### src/sv/bfsp_pkg.sv
`default_nettype none
// ----------------------------------------------------------------------------
// bfsp_pkg: shared types and constants for the shortest-path engine
// Sizes of the edge table and node set, item layouts and the command and
// status bundles that join the controller to the datapath.
// ----------------------------------------------------------------------------
package bfsp_pkg;

	// Sizing of the stores.
	localparam int MAX_NODES   = 64;
	localparam int MAX_EDGES   = 256;
	localparam int WEIGHT_BITS = 16;

	// Fixed field widths of the items.
	localparam int NODE_FIELD_W   = 6;
	localparam int COUNT_FIELD_W  = 7;
	localparam int WEIGHT_FIELD_W = 16;
	localparam int DIST_W         = 32;

	// Derived internal widths.
	localparam int NODE_W = (MAX_NODES > 1) ? $clog2(MAX_NODES) : 1;
	localparam int EIDX_W = $clog2(MAX_EDGES);
	localparam int ECNT_W = $clog2(MAX_EDGES + 1);

	typedef enum logic [2:0] {
		ST_DIST   = 3'd0,
		ST_STORED = 3'd1,
		ST_FULL   = 3'd2,
		ST_CYCLE  = 3'd3,
		ST_BADSRC = 3'd4
	} status_t;

	typedef enum logic {
		CMD_ADD_EDGE = 1'b0,
		CMD_RUN      = 1'b1
	} command_t;

	typedef struct packed {
		command_t                          command;
		logic [NODE_FIELD_W-1:0]           from_node;
		logic [NODE_FIELD_W-1:0]           to_node;
		logic signed [WEIGHT_FIELD_W-1:0]  weight;
		logic                              both_ways;
		logic [NODE_FIELD_W-1:0]           source_node;
		logic [COUNT_FIELD_W-1:0]          node_count;
	} cmd_item_t;

	typedef struct packed {
		status_t                    status;
		logic [NODE_FIELD_W-1:0]    node;
		logic signed [DIST_W-1:0]   distance;
		logic                       reachable;
		logic                       last;
	} res_item_t;

	// One stored edge.
	typedef struct packed {
		logic [NODE_FIELD_W-1:0]         from_node;
		logic [NODE_FIELD_W-1:0]         to_node;
		logic signed [WEIGHT_BITS-1:0]   weight;
	} edge_t;

	typedef enum logic [3:0] {
		S_IDLE,
		S_DECODE,
		S_ADD_REV,
		S_INIT,
		S_EDGE_RD,
		S_DIST_RD,
		S_RELAX,
		S_DONE,
		S_OUT_RD,
		S_OUT_LD,
		S_EMIT
	} state_t;

	// Controller to datapath.
	typedef struct packed {
		logic    latch;
		logic    wr_fwd;
		logic    wr_rev;
		logic    init_run;
		logic    rd_edge;
		logic    rd_dist;
		logic    relax;
		logic    commit;
		logic    out_rd;
		logic    out_ld;
		logic    emit;
		status_t emit_status;
	} dp_cmd_t;

	// Datapath to controller.
	typedef struct packed {
		logic is_run;
		logic both;
		logic full;
		logic bad_src;
		logic no_edges;
		logic edge_end;
		logic check;
		logic cycle;
		logic node_end;
		logic out_free;
	} dp_stat_t;

endpackage
`default_nettype wire

### src/sv/bfsp_ctrl.sv
`default_nettype none
// ----------------------------------------------------------------------------
// bfsp_ctrl: sequencer of the shortest-path engine
// Steps through edge loading, run setup, the relaxation passes, the check
// pass and the delivery of results, driving the datapath by commands.
// ----------------------------------------------------------------------------
module bfsp_ctrl (
	input  wire logic                clk,
	input  wire logic                arst_n,
	input  wire logic                cmd_valid,
	output logic                     cmd_stall,
	input  wire bfsp_pkg::dp_stat_t  ds,
	output bfsp_pkg::dp_cmd_t        dc
);
	import bfsp_pkg::*;

	state_t  state_q, state_d;
	status_t emit_q, emit_d;

	always_ff @(posedge clk or negedge arst_n) begin
		if (!arst_n) begin
			state_q <= S_IDLE;
			emit_q  <= ST_STORED;
		end else begin
			state_q <= state_d;
			emit_q  <= emit_d;
		end
	end

	always_comb begin
		state_d        = state_q;
		emit_d         = emit_q;
		dc             = '0;
		dc.emit_status = emit_q;
		cmd_stall      = 1'b1;
		unique case (state_q)
			S_IDLE: begin
				cmd_stall = 1'b0;
				if (cmd_valid) begin
					dc.latch = 1'b1;
					state_d  = S_DECODE;
				end
			end
			S_DECODE: begin
				if (ds.is_run) begin
					if (ds.bad_src) begin
						emit_d  = ST_BADSRC;
						state_d = S_EMIT;
					end else begin
						state_d = S_INIT;
					end
				end else if (ds.full) begin
					emit_d  = ST_FULL;
					state_d = S_EMIT;
				end else begin
					dc.wr_fwd = 1'b1;
					emit_d    = ST_STORED;
					state_d   = ds.both ? S_ADD_REV : S_EMIT;
				end
			end
			S_ADD_REV: begin
				dc.wr_rev = 1'b1;
				state_d   = S_EMIT;
			end
			S_INIT: begin
				dc.init_run = 1'b1;
				state_d     = ds.no_edges ? S_DONE : S_EDGE_RD;
			end
			S_EDGE_RD: begin
				dc.rd_edge = 1'b1;
				state_d    = S_DIST_RD;
			end
			S_DIST_RD: begin
				dc.rd_dist = 1'b1;
				state_d    = S_RELAX;
			end
			S_RELAX: begin
				dc.relax = 1'b1;
				state_d  = (ds.edge_end && ds.check) ? S_DONE : S_EDGE_RD;
			end
			S_DONE: begin
				dc.commit = 1'b1;
				if (ds.cycle) begin
					emit_d  = ST_CYCLE;
					state_d = S_EMIT;
				end else begin
					state_d = S_OUT_RD;
				end
			end
			S_OUT_RD: begin
				dc.out_rd = 1'b1;
				state_d   = S_OUT_LD;
			end
			S_OUT_LD: begin
				if (ds.out_free) begin
					dc.out_ld = 1'b1;
					state_d   = ds.node_end ? S_IDLE : S_OUT_RD;
				end
			end
			S_EMIT: begin
				if (ds.out_free) begin
					dc.emit = 1'b1;
					state_d = S_IDLE;
				end
			end
			default: begin
				state_d = S_IDLE;
			end
		endcase
	end

endmodule
`default_nettype wire

### config.mk
export PLATFORM = sky130hd
export DESIGN_NAME = bfsp_ctrl
export DESIGN_NICKNAME = d
export VERILOG_FILES = /design/src/sv/bfsp_pkg.sv /design/src/sv/bfsp_ctrl.sv
export SDC_FILE = /design/constraint.sdc
export NUM_CORES = 1
export LEC_CHECK = 0
export BUFFER_PORTS_ARGS = -buffer_cell sky130_fd_sc_hd__buf_2
export CORE_AREA = 4 4 41 43
export CTS_CLUSTER_SIZE = 30
export DETAILED_ROUTE_END_ITERATION = 16
export DIE_AREA = 0 0 45 47
export PLACE_DENSITY_LB_ADDON = 0.15
export SLEW_MARGIN = 25
export SYNTH_ARGS = -nofsm -noshare
export SYNTH_HDL_FRONTEND = slang
export SYNTH_SLANG_ARGS = --single-unit
### constraint.sdc
create_clock -name clk -period 3.1 [get_ports clk]
set_clock_uncertainty 0.05 [all_clocks]
set_input_delay 0.465 -clock clk [delete_from_list [all_inputs] [get_ports clk]]
set_output_delay 0.465 -clock clk [all_outputs]
set_load 0.02 [all_outputs]
==> metrics.md <==
| Metric | Value |
|---|---|
| Synth Register Bits | 7 |
| CP delay by family, top | flip-flops |
| Initial antenna violation count | 0 |
| Total power | 682.9 uW |
| Core Region | 0.001301 mm^2 |
| Final WL | 1438 um |
| Top-count cell post-synth | nor2_1 |
| Cell variety after synth | 34 |
| N_diodes | 0 |
| Synth warnings | 0 |
| Critical-path cell list | nor2_1 -> nor4b_2 -> buf_2 |
| Port buffer count | 27 |
| Hold Vio Cnt, Final | 0 |
| CTS tree | built |
| Synth area leader | dfrtp_1 |
| WP buf/inv | 1 |
| Fill cell count | 132 |
| Worst slack, placed | 1.272 ns |
| Via density | 5.273 |
| Power Internal | 349.5 uW |
| Worst Slack Setup Final | 1.000 ns |
| Required @ worst endpoint | 2.58 ns |
| First-pass GRT wire length | 2346 um |
| Worst vdd ir | 0.6508 mV |
| Total CTS buffers | 3 |
| Peak Freq | 476.2 MHz |
| Post-CTS setup buffer count | 0 |
| Setup TNS | 0 ns |
| Outcome | finished, final reports clean |
| Lkg Pwr | 0.0003509 uW |
| GRT Resource Usage Total | 15.21% |
| Max Cap Violations | 0 |
| Avg Cell Area, Syn | 8.702 um^2 |
| Most used DFF post-synth | dfrtp_1 |
| Hold Crit Class | input pin to register |
| # setup viols final | 0 |
| Switching share of total power | 48.82% |
| Clk pwr share | 11.5% |
| RSZ-0062 raised after global routing | false |
| Crit share post-route | 67.74% |
| Top cells by area, synth | dfrtp_1 (26%), nor2_1 (6.4%), nand2_1 (5.2%) |
| DRT iter0 DRCs | 10 |
| Final Cell Area | 747.0 um^2 |
| CP max-delay cell | dfrtp_1 |
| Flop pwr share | 33.7% |
| Post-DP HPWL | 1128 um |
| Fin crit period | 2.100 ns |
| Comb pwr share | 54.8% |
| Die span in x | 45 um |
| Number of synthesized flops with an enable pin | 0 |
| Post-Syn Nets | 80 |
| Pwr dens | 914.2 mW/mm^2 |
| Via count | 580 |
| H-tree depth | 1 |
| CTS Buffer Depth | 2 |
| Biggest cell delay along the critical path | 0.56 ns |
| Share of cells above drive strength 1 | 43.16% |
| Die area | 0.002115 mm^2 |
| Post-synth top cells | nor2_1 (10), nand2_1 (8), dfrtp_1 (6) |
| Clk_lat worst skew | 0.24 ns |
| Grt ovf | 0 |
| Layout Area Growth over Synthesis | 28.11% |
| CP startpoint kind | register |
| Crit path kind | register to output pin |
| Slew @ Worst Pin | 0.5319 ns |
| Register area share after synthesis | 30.26% |
| Synth async-reset ratio | 100.0% |
| DRC violations left | 0 |
| CTS root buf | clkbuf_4 |
| CP arrival | 1.58 ns |
| Row cnt | 13 |
| CP Max Fanout | 16 |
| Top-area cell type share of the netlist area | 25.75% |
| Layout net count | 109 |
| Die Y | 47 um |
| RD Place Congestion | 0.7565 |
| Clk pin slew, worst setup/hold paths | 0.05 ns |
| Area after DPL | 710.7 um^2 |
| Mapped cell area | 583.1 um^2 |
| First drt pass iteration count | 4 |
| Wire per inst | 13.07 um |
| Vias in the first global route | 550 |
| Sw Pwr | 333.4 uW |
| Initial Utilization | 44.81% |
| Io pins | 28 |
| Synth Instances | 67 |
| Slew Limit Fails | 0 |
| CP Capture Type | output pin |
| Largest net degree at the start of global routing | 17 |
| DRT antenna net count | 0 |
| CTS sink cnt | 7 |
| Worst Hold Slack | 0.4358 ns |
| Slew margin rel. | 64.54% |
-- flip-flops by register name (all words and copies together), names as in the netlist --
| name | flops |
|---|---|
| state_q | 4 |
| emit_q | 3 |
-- what timing repair did --
| item | 4_1_cts | 5_1_grt |
|---|---|---|
| gates resized for setup | 0 | 0 |
| hold endpoints to repair | 6 | 0 |
| hold buffers | 1 | 0 |
-- final cells by class --
class	count	area [um^2]	area share, %
inverters	2	7.507	1.005
well taps	15	18.77	2.513
repair buffers	28	145.1	19.43
multi-input cells	54	372.9	49.92
flip-flops and latches	7	176.4	23.62
clock buffers	4	26.28	3.518
-- power groups by stage --
| stage | clock, uW | combinational (uW) | sequential, uW |
|---|---|---|---|
| finish | 78.7 | 374 | 230 |
| global route | 95.7 | 410 | 240 |
| CTS | 83.6 | 379 | 227 |
| detailed placement | 0 | 378 | 227 |
| global placement | 0 | 376 | 226 |
| floorplan | 0 | 322 | 192 |
-- metrics by stage --
| step | utilization, % | instances |
|---|---|---|
| 2_1_floorplan | - | 67 |
| 3_3_place_gp | 54.62 | 105 |
| 3_5_place_dp | 54.62 | 105 |
| 4_1_cts | 57.40 | 110 |
| 5_1_grt | 57.40 | 110 |
| 6_report | 57.40 | 110 |
-- cell families (layout without fill, tap and decap cells) --
group	count (synthesis)	count (layout)	synth area share, %
AND/OR/NAND/NOR	36	36	39.49
flip-flops	7	7	30.26
multiplexers	1	1	1.717
XOR/XNOR	1	1	1.502
buffers and inverters	6	34	5.794
AO/OA/AOI/OAI	16	16	21.24
-- placed cells by master, fill, tap and decap left out, drive strengths merged, types with 2 or more instances in the layout --
cell type,n
a21oi,5
a32oi,2
and4bb,2
buf,27
clkbuf,4
dfrtp,6
inv,2
nand2,8
nand2b,3
nor2,10
nor2b,2
nor3,2
nor4b,2
o21ai,3
-- worst paths after layout --
kind                                   startpoint                endpoint  slack, ns  cells past startpoint
min reg2reg                 emit_q[1]$_DFFE_PN0P_   emit_q[1]$_DFFE_PN0P_       0.47                      2
max                        state_q[2]$_DFFE_PN0P_                  dc[12]       1.00                      3
max reg2reg                state_q[3]$_DFFE_PN0P_  state_q[0]$_DFFE_PN0P_       1.43                      4
min                                         ds[5]  state_q[1]$_DFFE_PN0P_       0.44                      3
max in group asynchronous                  arst_n   emit_q[0]$_DFFE_PN1P_       2.25                      2
min in group asynchronous                  arst_n  state_q[2]$_DFFE_PN0P_       0.52                      2
-- tightest hold or removal path: stages --
cell and delay (ns):
buf_2 0.08, a32oi_2 0.07, o221ai_2 0.07
-- per-layer routing --
| layer | vias to the layer above | part of all wire (%) | track usage [%] |
|---|---|---|---|
| met1 | 253 | 47 | 21.63 |
| met4 | 0 | 0 | 0 |
| met2 | 24 | 45 | 22.60 |
| met3 | 0 | 8.1 | 6.897 |
| met5 | - | 0 | 0 |
| li1 | 303 | - | - |
Note: power is estimated with default switching activity, not from simulation.
